[config.mk]
export PLATFORM = sky130hd
export DESIGN_NAME = ascii_time_packet_deframer
export DESIGN_NICKNAME = d
export VERILOG_FILES = /design/src/hdl/atpd_pkg.sv /design/src/hdl/ascii_time_packet_deframer.sv
export SDC_FILE = /design/constraint.sdc
export NUM_CORES = 1
export LEC_CHECK = 0
export BUFFER_PORTS_ARGS = -buffer_cell sky130_fd_sc_hd__buf_2
export CAP_MARGIN = 15
export CORE_UTILIZATION = 35
export CTS_CLUSTER_DIAMETER = 80
export DETAILED_ROUTE_END_ITERATION = 8
export PLACE_DENSITY = 0.59
export SYNTH_ARGS = -nofsm -noshare
export SYNTH_HDL_FRONTEND = slang
export SYNTH_SLANG_ARGS = --single-unit
[constraint.sdc]
create_clock -name clk -period 8.55 [get_ports clk]
set_input_delay 0.4275 -clock clk [delete_from_list [all_inputs] [get_ports clk]]
set_output_delay 0.4275 -clock clk [all_outputs]
set_load 0.01 [all_outputs]
[src/hdl/atpd_pkg.sv]
// Shared constants, types and the digit pair decode function for the ASCII time packet deframer.
// No dependencies; imported by the top level and by the port checker.
package atpd_pkg;

    localparam int PACKET_BYTES = 15;
    localparam int IDX_W        = $clog2(PACKET_BYTES);
    localparam int CNT_W        = $clog2(PACKET_BYTES + 1);

    localparam logic [7:0] START_BYTE = 8'h40;
    localparam logic [7:0] END_BYTE   = 8'h0A;
    localparam logic [7:0] BAD_MARK   = 8'h0D;
    localparam logic [7:0] GOOD_MARK  = 8'h32;
    localparam logic [7:0] DIGIT_ZERO = 8'h30;

    // Capture phase codes.
    localparam logic [1:0] PHASE_IDLE  = 2'd0;
    localparam logic [1:0] PHASE_CAPT  = 2'd1;
    localparam logic [1:0] PHASE_ENDED = 2'd2;

    localparam int DATA_W = 56;

    typedef logic [7:0] byte_t;

    // (t - '0') * 10 + (u - '0'), modulo 256. The digit offsets fold into one constant:
    // '0' * 11 = 528, which is 16 modulo 256.
    function automatic byte_t decode_pair(input byte_t tens, input byte_t units);
        byte_t times_ten;
        times_ten = (tens << 3) + (tens << 1);
        return times_ten + units - ((DIGIT_ZERO << 3) + (DIGIT_ZERO << 1) + DIGIT_ZERO);
    endfunction

endpackage

[src/hdl/ascii_time_packet_deframer.sv]
// Top level of the ASCII time packet deframer: byte capture, field decode and output buffering.
// Depends on atpd_pkg for constants, phase codes and the digit pair decode.
//
// Usage:
//   Received serial bytes enter on the s_axis channel, one byte per transfer. A byte 0x40
//   starts a packet; up to 15 bytes starting with it are kept in a byte store, and a byte
//   0x0A ends the capture after being stored itself if room remained. Every input transfer
//   produces exactly one output transfer on m_axis carrying hour, minute, second, year,
//   month and day, each decoded from a pair of ASCII digits in the store, the receive
//   indicator level and, in tuser, the sticky time-valid flag taken from store byte 1.
//   The single register reminder_enable is to be written through cfg_we / cfg_wdata only
//   while the block is idle; the block itself does not enforce this. When set, the indicator
//   drops to 0 at packet start and returns to 1 at packet end.
//   The result of an accepted byte is registered in the output register, or in the skid
//   register while m_axis stalls. Throughput is one byte per cycle while s_axis_tready is
//   high; all decode logic sits between the accepted byte and the result register.
//   Reset clears the capture state, empties the store to zeros, clears the valid flag,
//   sets the indicator inactive (1) and empties the output stage.
//   When the receiver stalls, the output register holds its result and one more result
//   goes into a skid register; s_axis_tready drops only while that skid register is full.
module ascii_time_packet_deframer (
    input  logic                         clk,
    input  logic                         rst_n,
    input  logic                         cfg_we,
    input  logic                         cfg_wdata,          // reminder_enable
    input  logic                         s_axis_tvalid,
    output logic                         s_axis_tready,
    input  logic [7:0]                   s_axis_tdata,       // rx_byte
    output logic                         m_axis_tvalid,
    input  logic                         m_axis_tready,
    // hour_value, minute_value, second_value, year_value, month_value, day_value,
    // receive_led_level, then zero fill
    output logic [atpd_pkg::DATA_W-1:0]  m_axis_tdata,
    output logic                         m_axis_tuser        // time_valid
);

    import atpd_pkg::*;

    // Configuration and capture state.
    logic                 reminder_reg;
    logic [1:0]           phase_reg, phase_next;
    logic [CNT_W-1:0]     remain_reg, remain_next;
    byte_t                store_reg [PACKET_BYTES];
    byte_t                store_next [PACKET_BYTES];
    logic                 valid_reg, valid_next;
    logic                 led_reg, led_next;

    // Output register and skid register.
    logic                 out_valid_reg, out_valid_next;
    logic [DATA_W-1:0]    out_data_reg, out_data_next;
    logic                 out_user_reg, out_user_next;
    logic                 skid_valid_reg, skid_valid_next;
    logic [DATA_W-1:0]    skid_data_reg, skid_data_next;
    logic                 skid_user_reg, skid_user_next;

    logic                 in_xfer;
    byte_t                rx;
    logic [1:0]           phase_start;
    logic [CNT_W-1:0]     remain_start;
    logic                 do_store;
    logic [IDX_W-1:0]     wr_idx;
    logic [CNT_W-1:0]     wr_pos;
    logic [DATA_W-1:0]    res_data;

    assign s_axis_tready = !skid_valid_reg;
    assign in_xfer       = s_axis_tvalid && s_axis_tready;
    assign rx            = s_axis_tdata;

    // Capture: a start byte opens the packet first, then the byte is stored if there is
    // room, and finally an end byte closes the packet.
    always_comb
    begin
        phase_start  = phase_reg;
        remain_start = remain_reg;
        led_next     = led_reg;
        if (rx == START_BYTE)
        begin
            phase_start  = PHASE_CAPT;
            remain_start = CNT_W'(PACKET_BYTES);
            if (reminder_reg)
            begin
                led_next = 1'b0;
            end
        end

        do_store = (phase_start == PHASE_CAPT) && (remain_start != '0)
                   && (remain_start <= CNT_W'(PACKET_BYTES));
        wr_pos   = CNT_W'(PACKET_BYTES) - remain_start;
        wr_idx   = wr_pos[IDX_W-1:0];

        phase_next  = phase_start;
        remain_next = do_store ? remain_start - 1'b1 : remain_start;
        if (rx == END_BYTE)
        begin
            phase_next  = PHASE_ENDED;
            remain_next = '0;
            if (reminder_reg)
            begin
                led_next = 1'b1;
            end
        end

        for (int i = 0; i < PACKET_BYTES; i++)
        begin
            store_next[i] = (do_store && wr_idx == IDX_W'(i)) ? rx : store_reg[i];
        end

        // Sticky valid flag follows store byte 1 after this byte has been stored.
        valid_next = valid_reg;
        if (store_next[1] == BAD_MARK)
        begin
            valid_next = 1'b0;
        end
        else if (store_next[1] == GOOD_MARK)
        begin
            valid_next = 1'b1;
        end

        res_data = {7'd0,
                    led_next,
                    decode_pair(store_next[7],  store_next[8]),
                    decode_pair(store_next[5],  store_next[6]),
                    decode_pair(store_next[3],  store_next[4]),
                    decode_pair(store_next[13], store_next[14]),
                    decode_pair(store_next[11], store_next[12]),
                    decode_pair(store_next[9],  store_next[10])};
    end

    // Output stage: the output register is refilled from the skid register first, then
    // from a new result; a new result lands in the skid register while the output stalls.
    always_comb
    begin
        out_valid_next  = out_valid_reg;
        out_data_next   = out_data_reg;
        out_user_next   = out_user_reg;
        skid_valid_next = skid_valid_reg;
        skid_data_next  = skid_data_reg;
        skid_user_next  = skid_user_reg;
        if (!out_valid_reg || m_axis_tready)
        begin
            if (skid_valid_reg)
            begin
                out_valid_next  = 1'b1;
                out_data_next   = skid_data_reg;
                out_user_next   = skid_user_reg;
                skid_valid_next = 1'b0;
            end
            else if (in_xfer)
            begin
                out_valid_next = 1'b1;
                out_data_next  = res_data;
                out_user_next  = valid_next;
            end
            else
            begin
                out_valid_next = 1'b0;
            end
        end
        else if (in_xfer)
        begin
            skid_valid_next = 1'b1;
            skid_data_next  = res_data;
            skid_user_next  = valid_next;
        end
    end

    always_ff @(posedge clk or negedge rst_n)
    begin
        if (!rst_n)
        begin
            reminder_reg   <= 1'b0;
            phase_reg      <= PHASE_IDLE;
            remain_reg     <= '0;
            valid_reg      <= 1'b0;
            led_reg        <= 1'b1;
            out_valid_reg  <= 1'b0;
            skid_valid_reg <= 1'b0;
            for (int i = 0; i < PACKET_BYTES; i++)
            begin
                store_reg[i] <= '0;
            end
        end
        else
        begin
            if (cfg_we)
            begin
                reminder_reg <= cfg_wdata;
            end
            if (in_xfer)
            begin
                phase_reg  <= phase_next;
                remain_reg <= remain_next;
                valid_reg  <= valid_next;
                led_reg    <= led_next;
                for (int i = 0; i < PACKET_BYTES; i++)
                begin
                    store_reg[i] <= store_next[i];
                end
            end
            out_valid_reg  <= out_valid_next;
            skid_valid_reg <= skid_valid_next;
        end
    end

    always_ff @(posedge clk)
    begin
        out_data_reg  <= out_data_next;
        out_user_reg  <= out_user_next;
        skid_data_reg <= skid_data_next;
        skid_user_reg <= skid_user_next;
    end

    assign m_axis_tvalid = out_valid_reg;
    assign m_axis_tdata  = out_data_reg;
    assign m_axis_tuser  = out_user_reg;

endmodule

After elaboration in Yosys (flattened, before gate mapping)
Index checks and enable logic that the tools add are counted.
{ "totals": {"reg_bits": 209, "out_inout_bits": 59} }
{ "classes": {"addsub": 20, "magnitude_cmp": 1, "n_eq_ne": 18, "mux": 32, "n_bitwise": 1, "n_reduce_logical": 24} }
{ "op_table": {"columns": ["cell", "n"], "rows": [
  ["49-bit 2-to-1 mux", 2],
  ["8-bit adder", 12],
  ["8-bit 2-to-1 mux", 7],
  ["8-bit by 5-bit subtractor with 8-bit output, second input constant", 6],
  ["7-bit 2-to-1 mux", 6],
  ["4-bit == test, second input constant", 7],
  ["4-bit by 3-bit == test with 1-bit output, second input constant", 4],
  ["8-bit by 4-bit == test with 1-bit output, second input constant", 2],
  ["1-bit logical AND", 16],
  ["1-bit 2-to-1 mux", 12],
  ["4-bit 2-to-1 mux", 3],
  ["8-bit by 6-bit == test with 1-bit output, second input constant", 1],
  ["8-bit by 7-bit == test with 1-bit output, second input constant", 1],
  ["4-bit by 1-bit == test with 1-bit output, second input constant", 1],
  ["4-bit by 2-bit == test with 1-bit output, second input constant", 1],
  ["4-bit <= comparator, second input constant", 1],
  ["2-bit 2-to-1 mux", 2],
  ["2-bit AND reduction", 2],
  ["2-bit nonzero test", 2],
  ["4-bit nonzero test", 1],
  ["4-bit by 1-bit subtractor with 4-bit output, second input constant", 1],
  ["4-bit subtractor, first input constant", 1],
  ["2-bit by 1-bit == test with 1-bit output, second input constant", 1],
  ["1-bit logical NOT", 2],
  ["2 further kinds", 2]
]} }

Logic depth before layout (Yosys ltp)
Gate-level depths: netlist (run 1).
{ "logic_depth": {"depth_word": 12, "depth_mapped": 18, "mapped_depth_nobuf": 16} }

Worst setup path before layout (run 1)
OpenSTA, ideal clock, no wires.
{ "synth_timing": {"kind": "reg2reg", "startpoint": "register remain_reg[0]", "endpoint": "register out_data_reg[7], in the netlist m_axis_tdata[7] (data pin)", "setup_time_ns": 0.258, "arrival_ns": 4.408, "t_required_ns": 8.292, "path_slack_ns": 3.884, "stages_incl_launch_ff": 15, "n_path_buf": 1, "synth_period_minus_slack_ns": 4.666, "path_cell_list": "dfrtp_1 -> or3b_2 -> buf_2 -> a211oi_2 -> mux2_2 -> fa_1 -> fa_1 -> inv_1 -> fa_1 -> nor2b_1 -> o21ai_0 -> nor3b_1 -> or3_1 -> a211o_1 -> o221a_2"} }
{ "synth_rtl": {"columns": ["element", "line", "source"], "rows": [
  ["from (decl)", "ascii_time_packet_deframer.sv:42", "logic [CNT_W-1:0] remain_reg, remain_next;"],
  ["from (signal assigned)", "ascii_time_packet_deframer.sv:192", "remain_reg <= remain_next;"],
  ["to (signal assigned)", "ascii_time_packet_deframer.sv:207", "out_data_reg <= out_data_next;"],
  ["to (decl)", "ascii_time_packet_deframer.sv:50", "logic [DATA_W-1:0] out_data_reg, out_data_next;"]
]} }

==> results of run 1 <==
==> power by group through the flow <==
stage	sequential (mW)	combinational [mW]	clock, mW
6_report	1.20	0.438	0.985
3_3_place_gp	1.22	0.440	0
4_1_cts	1.20	0.451	1.01
3_5_place_dp	1.22	0.447	0
5_1_grt	1.21	0.502	1.06
2_1_floorplan	1.23	0.292	0
==> Yosys cell counts (4+ instances only) <==
cell / count / area [um2]
nand3_1: 4 / 20.0
ha_1: 67 / 838
a211oi_4: 5 / 100
mux2i_1: 61 / 611
nor4b_1: 4 / 35.0
xnor2_1: 28 / 245
xor2_1: 7 / 61.3
clkbuf_1: 30 / 113
a21boi_0: 4 / 30.0
buf_4: 10 / 75.1
edfxtp_1: 100 / 3000
inv_1: 78 / 293
nand4_1: 4 / 25.0
a21o_1: 7 / 52.6
and2_1: 10 / 62.6
buf_2: 10 / 50.1
a211oi_2: 4 / 50.1
or3_1: 5 / 31.3
nand3b_1: 4 / 30.0
nor2b_1: 9 / 56.3
nor3_1: 4 / 20.0
nor2_1: 15 / 56.3
o21ai_0: 34 / 170
nand2_1: 94 / 353
mux2_2: 140 / 1580
a21oi_1: 15 / 75.1
nor3b_1: 4 / 30.0
fa_1: 29 / 581
dfrtp_1: 108 / 2700
==> layout make-up <==
| type | count | area, um2 |
|---|---|---|
| clock buffers | 30 | 612 |
| clock inverters | 11 | 126 |
| fillers | 3140 | 19500 |
| inverters | 79 | 297 |
| multi-input cells | 592 | 5430 |
| flip-flops and latches | 209 | 5730 |
| well taps | 442 | 553 |
| repair buffers | 78 | 425 |
==> per-stage QoR <==
| step | setup WS (ns) | instances | power (mW) | cell area [um2] | hold slack (ns) |
|---|---|---|---|---|---|
| after floorplan | 3.88 | 935 | 1.53 | 11700 | 0.132 |
| after global placement | 3.31 | 1400 | 1.66 | 12400 | 0.454 |
| after detailed placement | 3.23 | 1400 | 1.67 | 12400 | 0.459 |
| after CTS | 3.49 | 1441 | 2.66 | 13200 | 0.0542 |
| after global routing | 3.21 | 1441 | 2.76 | 13200 | 0.0773 |
| final | 3.50 | 1441 | 2.62 | 13200 | 0.0199 |
==> logic make-up after synthesis <==
group / count (synthesis) / share of synthesized area (%)
DFF: 209 / 49.1
muxes: 201 / 18.7
and+or+nand+nor: 170 / 7.28
buffers and inverters: 134 / 4.76
other: 1 / 0.0321
adders and majority gates: 96 / 12.2
AOI/OAI and AO/OA: 83 / 5.28
xor gates and xnor gates: 35 / 2.63
==> worst max-delay path, delay by kind of cell, from the launching register on <==
kind / cells / cell delay [ns]
fa+ha+maj: 3 / 1.36
simple gates: 4 / 1.29
compound gates: 4 / 1.21
mux: 1 / 0.45
flops: 1 / 0.42
buf+inv: 1 / 0.07
==> layer usage <==
metal | part of all wire [%] | global-route usage [%] | vias to the layer above
li1 | - | - | 3324
met1 | 47 | 18.6 | 3375
met2 | 48 | 24.2 | 88
met3 | 3.1 | 2.11 | 30
met4 | 2.3 | 4.03 | 0
met5 | 0 | 0 | -
==> final timing paths <==
path	from	endpoint
worst max-delay path	remain_reg[0]	m_axis_tdata[7]
worst min-delay path	rst_n	store_reg[82]
worst max register to register	remain_reg[0]	m_axis_tdata[7]
worst min register to register	store_reg[33]	store_reg[33]
max in group asynchronous	rst_n	skid_valid_reg
min in group clk	cfg_wdata	reminder_reg
==> impl_metrics.yaml, run 1 <==
run_status:
  status: "finished clean"
pwr:
  p_leak_nw: 5.71
  combPwrFrac_pct: 16.7
  p_int_mw: 1.95
  ir_drop_v: 0.000106
  power_switching_mw: 0.670
  pwr-share-clk_pct: 37.6
  swShare_pct: 25.6
  power.share.sequential_pct: 45.7
  p_per_area_mw_per_mm2: 199
sta:
  hold_viol_final: 0
  layout_min_cycle_time_ns: 5.05
  worstMarginPinSlew_ns: 0.857
  finalSetupTns_ns: 0
  finalSetupViolCount: 0
  slew_headroom_pct: 42.9
  rsz0062_at_grt: "no"
  fin_skew_ns: 0.0102
  max_freq_ghz: 0.198
  slew_viol_final: 0
  post-route-period-util_pct: 59.0
clock_tree:
  htreeDepth: 1
  ctsResizeCount: 0
  cts.sinks: 209
  numCtsBuffers: 23
  cts_setup_buffers: 0
  cts_root_buffer: "clkbuf_16"
  cts_max_path_buffers: 3
  hold_buffers: 0
  worstSkewPairLatency_ns: 0.51
  cts_tree: "yes"
  path_clk_slew_ns: 0.06
final_layout:
  n_antenna_cell: 0
  drive_gt1_share_pct: 27.6
  finish.utilization_pct: 40.3
  layout_common_cells: "mux2_2 (140), dfrtp_1 (107), edfxtp_1 (100)"
  layout_commonest_cell: "mux2_2"
  largest_reg_flops: 98
  fin_nets: 1093
  syn_to_final_growth_pct: 12.9
floorplanning:
  fp.dieArea_mm2: 0.0341
  core_area_mm2: 0.0327
  ios: 73
  num_rows: 66
  die_w_um: 185
  initial_core_util_pct: 35.7
  die-height_um: 185
global_routing:
  grt_first_pass_wirelength_um: 38100
  grt.total_usage_pct: 14.2
  grt_max_degree: 65
  grt_overflow_total: 0
  grt_pass1_vias: 7092
  antenna_found_initial: 1
synthesis:
  syn_avg_cell_area_um2: 12.6
  ys_seq_elements: 209
  synth-warning-count: 0
  synth_area_mm2: 0.0117
  async_flop_share_pct: 52.2
  yosysSeqAreaShare_pct: 49.1
  synth_flop_cell: "dfrtp_1"
  synth.distinct_cells: 56
  synthCells: 929
  synth_edf_count: 100
critical_path:
  end_kind: "flop"
  reg2reg_slack_ns: 3.50
  critPathRequiredTime_ns: 8.81
  critical_path_class: "reg2reg"
  crit_chain: "or3b_2 -> a211oi_2 -> mux2_2 -> fa_1 -> fa_1 -> inv_1 -> fa_1 -> nor2b_1 -> o21ai_0 -> nor3b_1 -> or3_1 -> a211o_1 -> o221a_2"
  path_common_cell: "fa_1"
  crit_slowest_cell: "a211oi_2"
  cp-start-kind: "flop"
  critPathArrivalTime_ns: 5.31
  critPathMaxStageDelay_ns: 0.72
  crit_fanout: 9
  reg2regPathDepth: 13
min_path:
  min_path_type: "in2async"
routing:
  viasPerCell: 4.73
  drt_iter0_markers: 330
  drc_errors: 0
  wl_per_cell_um: 16.0
  vias: 6817
  first_pass_iters: 4
  wl_um: 23000
  postRouteAntennaNets: 0
place:
  post-dp-hpwl_um: 15400
  globalplace.congestion: 0.823
  io_buffers: 65
run:
  maxCapViolCount: 0
Power figures use the tool's default switching activity.
==> run 2: changes to the inputs <==
PLACE_DENSITY = 0.61   (was 0.59)
clock period = 4.1 ns   (was 8.55 ns; I/O delays follow)
==> run 2 against run 1 <==
Net effect:
- the run now ends with setup timing left
- final area increased by 8.4%
- non-clock buffer count rose by 94
- maximum frequency up 21%
- routed wire length rose by 5.8%
- worst hold slack gained 0.073 ns
- largest cell class is now multi-input combinational cells
- combinational power grew 140%
- count of clock-buffer cells in the layout up 3
- flip-flop and latch count stayed put
- global-route usage increased by 0.57 points
- cell count rose by 6.5%
- utilization grew 3.4 points
==> impl_metrics.yaml, run 2 (same netlist as run 1, synthesis figures left out) <==
final_layout:
  n_fill_cell: 3046
  layout_commonest_cell: "mux2_2"
  syn_to_final_growth_pct: 22.4
  multiInputGateArea_mm2: 0.00581
  fin_nets: 1187
  layout_common_cells: "mux2_2 (132), dfrtp_1 (105), edfxtp_1 (100)"
  regArea_mm2: 0.00574
  n_antenna_cell: 0
  largest_reg_flops: 98
  drive_gt1_share_pct: 39.2
clock_tree:
  numCtsBuffers: 23
  cts_root_buffer: "clkbuf_16"
  cts_max_path_buffers: 3
  htreeDepth: 1
  worstSkewPairLatency_ns: 0.50
  cts_tree: "yes"
  cts.sinks: 209
  path_clk_slew_ns: 0.06
global_routing:
  grt_first_pass_wirelength_um: 39300
  grt_overflow_total: 0
  antenna_found_initial: 0
  grt_max_degree: 49
  grt.total_usage_pct: 14.8
  grt_pass1_vias: 7434
routing:
  postRouteAntennaNets: 0
  drc_errors: 0
  viasPerCell: 4.67
  wl_um: 24400
  wl_per_cell_um: 15.9
  vias: 7175
  first_pass_iters: 6
  drt_iter0_markers: 262
critical_path:
  critPathArrivalTime_ns: 4.43
  end_kind: "flop"
  cp-start-kind: "flop"
  critPathRequiredTime_ns: 4.35
  critical_path_class: "reg2reg"
  crit_fanout: 7
run_status:
  status: "finished with violations"
  violations: "setup timing"
sta:
  rsz0062_at_grt: "yes"
  layout_min_cycle_time_ns: 4.18
  finalSetupViolCount: 5
  worstMarginPinSlew_ns: 0.763
  slew_headroom_pct: 48.4
  hold_viol_final: 0
  post-route-period-util_pct: 102
  fin_skew_ns: 0.0114
  slew_viol_final: 0
  max_freq_ghz: 0.239
  layout_setup_ws_ns: -0.0755
pwr:
  p_per_area_mw_per_mm2: 380
  p_leak_nw: 6.24
  ir_drop_v: 0.000209
  total_power_mw: 5.43
floorplanning:
  core_area_mm2: 0.0327
  num_rows: 66
  fp.dieArea_mm2: 0.0341
  die-height_um: 185
  ios: 73
  die_w_um: 185
  initial_core_util_pct: 35.7
min_path:
  min_path_type: "in2reg"
run:
  maxCapViolCount: 0
place:
  globalplace.congestion: 0.801
  post-dp-hpwl_um: 16300
  post-place-ws_ns: -0.138
  io_buffers: 65
==> run 2: cell count changes in the layout (fill, tap and decap cells not counted), sizes merged <==
cell	delta
buf	+90
dlygate4sd3	+4
bufinv	-3
clkbuf	+3
clkinv	-1
inv	+1
==> run 2: cell type report <==
type | instances | share of cell area (%)
multi-input combinational | 592 | 40.7
sequential | 209 | 40.2
timing repair buffer | 172 | 8.59
clock buffer | 33 | 4.36
tap | 442 | 3.87
inverter | 79 | 2.08
clock inverter | 8 | 0.272
==> run 2: metrics by stage <==
step	instances	area (um2)	setup TNS, ns	hold slack (ns)	utilization, %
5_1_grt	1535	14300	-1.96	0.0949	43.7
4_1_cts	1517	13900	-0.270	0.0843	42.5
3_3_place_gp	1467	13100	-0.116	0.286	40.0
6_report	1535	14300	-0.281	0.0928	43.7
2_1_floorplan	935	11800	-0.502	-0.0906	-
3_5_place_dp	1467	13100	-0.422	0.287	40.0
==> run 2: worst paths after layout <==
kind	startpoint	end	slack, ns	cells past startpoint
min in group asynchronous	rst_n	store_reg[82]	0.29	2
worst min register to register	store_reg[33]	store_reg[33]	0.47	2
worst min-delay path	m_axis_tready	skid_valid_reg	0.09	3
worst max-delay path	remain_reg[2]	m_axis_tdata[23]	-0.08	15
worst max register to register	remain_reg[2]	m_axis_tdata[23]	-0.08	15
max in group asynchronous	rst_n	remain_reg[2]	2.83	3
==> run 2: worst max-delay path, cell delays in order (launching register included) <==
cell and delay [ns]:
dfrtp_2 0.44, or3b_4 0.44, a211oi_4 0.34, mux2i_2 0.28, xor2_1 0.10, ha_1 0.18, o21bai_4 0.16, fa_1 0.52
inv_2 0.05, fa_2 0.34, nor2b_1 0.12, o21ai_1 0.07, nor3b_1 0.15, or3_1 0.35, a211o_1 0.27, o221a_2 0.12
==> run 2: power breakdown <==
group          internal, mW  switching (mW)
Clock                  1.05           0.804
Combinational         0.500           0.568
Sequential             2.44          0.0594
==> run 2: metal layers <==
metal  vias up  track usage [%]  share of wire [%]
met2        76             25.9                 49
met5         -                0                  0
met4         0             3.43                1.4
li1       3515                -                  -
met1      3555             19.3                 47
met3        29             1.72                2.4
==> run 2: repair_timing <==
item / in CTS / in global routing
hold endpoints to repair: 48 / 0
pin swaps: 15 / 31
setup endpoints to repair: 7 / 11
gates resized for setup: 18 / 66
hold buffers: 4 / 0
setup buffers: 5 / 18
==> run 3: changes to the inputs <==
CTS_BUF_LIST = sky130_fd_sc_hd__clkbuf_2 sky130_fd_sc_hd__clkbuf_4 sky130_fd_sc_hd__clkbuf_8   (was unset)
MAX_ROUTING_LAYER = met4   (was unset)
==> run 3 against run 2 <==
Net effect:
- the flow still finishes with violations (setup timing)
- sequential power barely moved
- critical path depth rose by 1
- count of clock-buffer cells in the layout rose by 22
- critical endpoint unchanged
- worst hold slack got worse by 0.0041 ns
- highest routed layer unchanged
- clock power rose by 5%
- largest power group unchanged
==> impl_metrics.yaml, run 3 (same netlist as run 1, synthesis figures left out) <==
sta:
  slew_viol_final: 0
  hold_ws_ns: 0.0887
  rsz0062_at_grt: "yes"
  fin_skew_ns: 0.0279
  hold_viol_final: 0
  finalSetupViolCount: 7
  slew_headroom_pct: 47.9
  layout_setup_ws_ns: -0.180
  max_freq_ghz: 0.234
  post-route-period-util_pct: 104
  worstMarginPinSlew_ns: 0.770
  layout_min_cycle_time_ns: 4.28
critical_path:
  cp-start-kind: "flop"
  timing.rr.start: "remain_reg[0]"
  crit_fanout: 5
  crit_slowest_cell: "fa_1"
  reg2reg_slack_ns: -0.18
  critPathRequiredTime_ns: 4.37
  critPathArrivalTime_ns: 4.55
  reg2reg_to: "m_axis_tdata[23]"
  critical_path_class: "reg2reg"
  end_kind: "flop"
  crit_chain: "or3b_4 -> buf_4 -> a211oi_4 -> mux2i_2 -> xor2_1 -> ha_1 -> o21bai_4 -> fa_1 -> inv_1 -> fa_2 -> nor2b_1 -> o21ai_1 -> nor3b_1 -> or3_1 -> a211o_1 -> o221a_2"
  critPathMaxStageDelay_ns: 0.53
  reg2regPathDepth: 16
run_status:
  status: "finished with violations"
  violations: "setup timing"
pwr:
  p_int_mw: 4.02
  swShare_pct: 26.9
  ir_drop_v: 0.000177
  p_per_area_mw_per_mm2: 387
  pwr-share-clk_pct: 35.8
  power_switching_mw: 1.48
  combPwrFrac_pct: 18.7
  power.share.sequential_pct: 45.6
  p_leak_nw: 6.28
clock_tree:
  worstSkewPairLatency_ns: 0.54
  numCtsBuffers: 37
  cts_max_path_buffers: 3
  htreeDepth: 2
  cts_tree: "yes"
  path_clk_slew_ns: 0.06
  cts_root_buffer: "clkbuf_8"
  cts.sinks: 209
global_routing:
  grt_first_pass_wirelength_um: 40100
  grt_overflow_total: 0
  grt.total_usage_pct: 15.6
  grt_pass1_vias: 7595
  grt_max_degree: 49
  antenna_found_initial: 0
final_layout:
  final_cell_count_no_fill: 1558
  fin_nets: 1199
  layout_common_cells: "mux2_2 (135), dfrtp_1 (104), edfxtp_1 (100)"
  n_antenna_cell: 0
  drive_gt1_share_pct: 39.0
  n_fill_cell: 3077
  syn_to_final_growth_pct: 21.6
  layout_commonest_cell: "mux2_2"
  largest_reg_flops: 98
routing:
  wl_um: 24600
  wl_per_cell_um: 15.8
  drt_iter0_markers: 275
  vias: 7284
  postRouteAntennaNets: 0
  drc_errors: 0
  first_pass_iters: 5
  viasPerCell: 4.68
min_path:
  hold_depth: 3
  worstHoldStart: "m_axis_tready"
  min_path_type: "in2reg"
  holdPathEnd: "skid_valid_reg"
place:
  post-dp-hpwl_um: 16300
  dp.cells: 1467
  globalplace.congestion: 0.814
  io_buffers: 65
floorplanning:
  initial_core_util_pct: 35.7
  die-height_um: 185
  ios: 73
  fp.dieArea_mm2: 0.0341
  die_w_um: 185
  core_area_mm2: 0.0327
  num_rows: 66
run:
  maxCapViolCount: 0
==> run 3: changes by cell type in the layout (fill, tap and decap cells not counted), moves of 5 or more <==
cell,before,now
clkbuf_1,9,0
clkbuf_8,1,40
clkbuf_4,0,15
mux2i_1,50,56
clkbuf_16,23,0
inv_1,69,74
ha_1,57,62
inv_2,10,5
ha_4,8,2
==> run 3: power by group through the flow <==
stage               clock [mW]  combinational (mW)  sequential (mW)
finish                    1.96                1.02             2.50
detailed placement           0               0.987             2.54
global placement             0               0.968             2.54
global route              2.12                1.16             2.52
floorplan                    0               0.617             2.57
CTS                       2.03                1.03             2.50
==> run 3: worst max-delay path by stage <==
stage	slack [ns]	endpoint	startpoint	cells past startpoint
CTS	-0.09	m_axis_tdata[23]	remain_reg[0]	15
detailed placement	-0.14	m_axis_tdata[23]	remain_reg[2]	15
finish	-0.18	m_axis_tdata[23]	remain_reg[0]	16
global route	-0.33	m_axis_tdata[31]	remain_reg[0]	18
global placement	-0.05	m_axis_tdata[7]	phase_reg[1]	14
floorplan	-0.14	m_axis_tdata[23]	remain_reg[0]	16
==> run 3: cell type report <==
type,count,area (um2),share of cell area (%)
multi-input cells,592,5630,39.7
well taps,442,553,3.90
flip-flops and latches,209,5740,40.4
inverters,79,297,2.09
clock inverters,11,82.6,0.582
clock buffers,55,663,4.67
repair buffers,170,1220,8.60
==> run 3: stage by stage <==
step           utilization, %  setup slack (ns)  TNS [ns]  power (mW)  cell area, um2
2_1_floorplan               -            -0.136    -0.502        3.19           11800
3_5_place_dp             40.0            -0.138    -0.422        3.53           13100
4_1_cts                  42.9           -0.0929    -0.391        5.56           14000
5_1_grt                  43.4            -0.329     -2.60        5.81           14200
6_report                 43.4            -0.180    -0.582        5.49           14200
3_3_place_gp             40.0           -0.0474    -0.116        3.51           13100
==> run 3: what timing repair did <==
item                       CTS  global route
gates resized for setup     28            18
buffers inserted            10            11
pin swaps                   11             5
hold endpoints to repair    49             0
hold buffers                 4             0
setup endpoints to repair    9            11
gates cloned                 0             0
==> run 3: worst max-delay path, delay by kind of cell, from the launching register on <==
kind	cells	cell delay, ns
XOR/XNOR	1	0.10
AND/OR/NAND/NOR	4	1.08
multiplexers	1	0.28
buffers and inverters	2	0.23
adder cells (fa/ha/maj)	3	1.05
flip-flops	1	0.37
AO/OA/AOI/OAI	5	0.89
==> run 3: per-layer routing <==
metal,routed length (um),share of wire (%),GRT usage [%]
met4,429,1.7,4.50
met3,727,3.0,2.19
met5,0,0,-
met2,12000,49,26.2
met1,11500,47,19.6
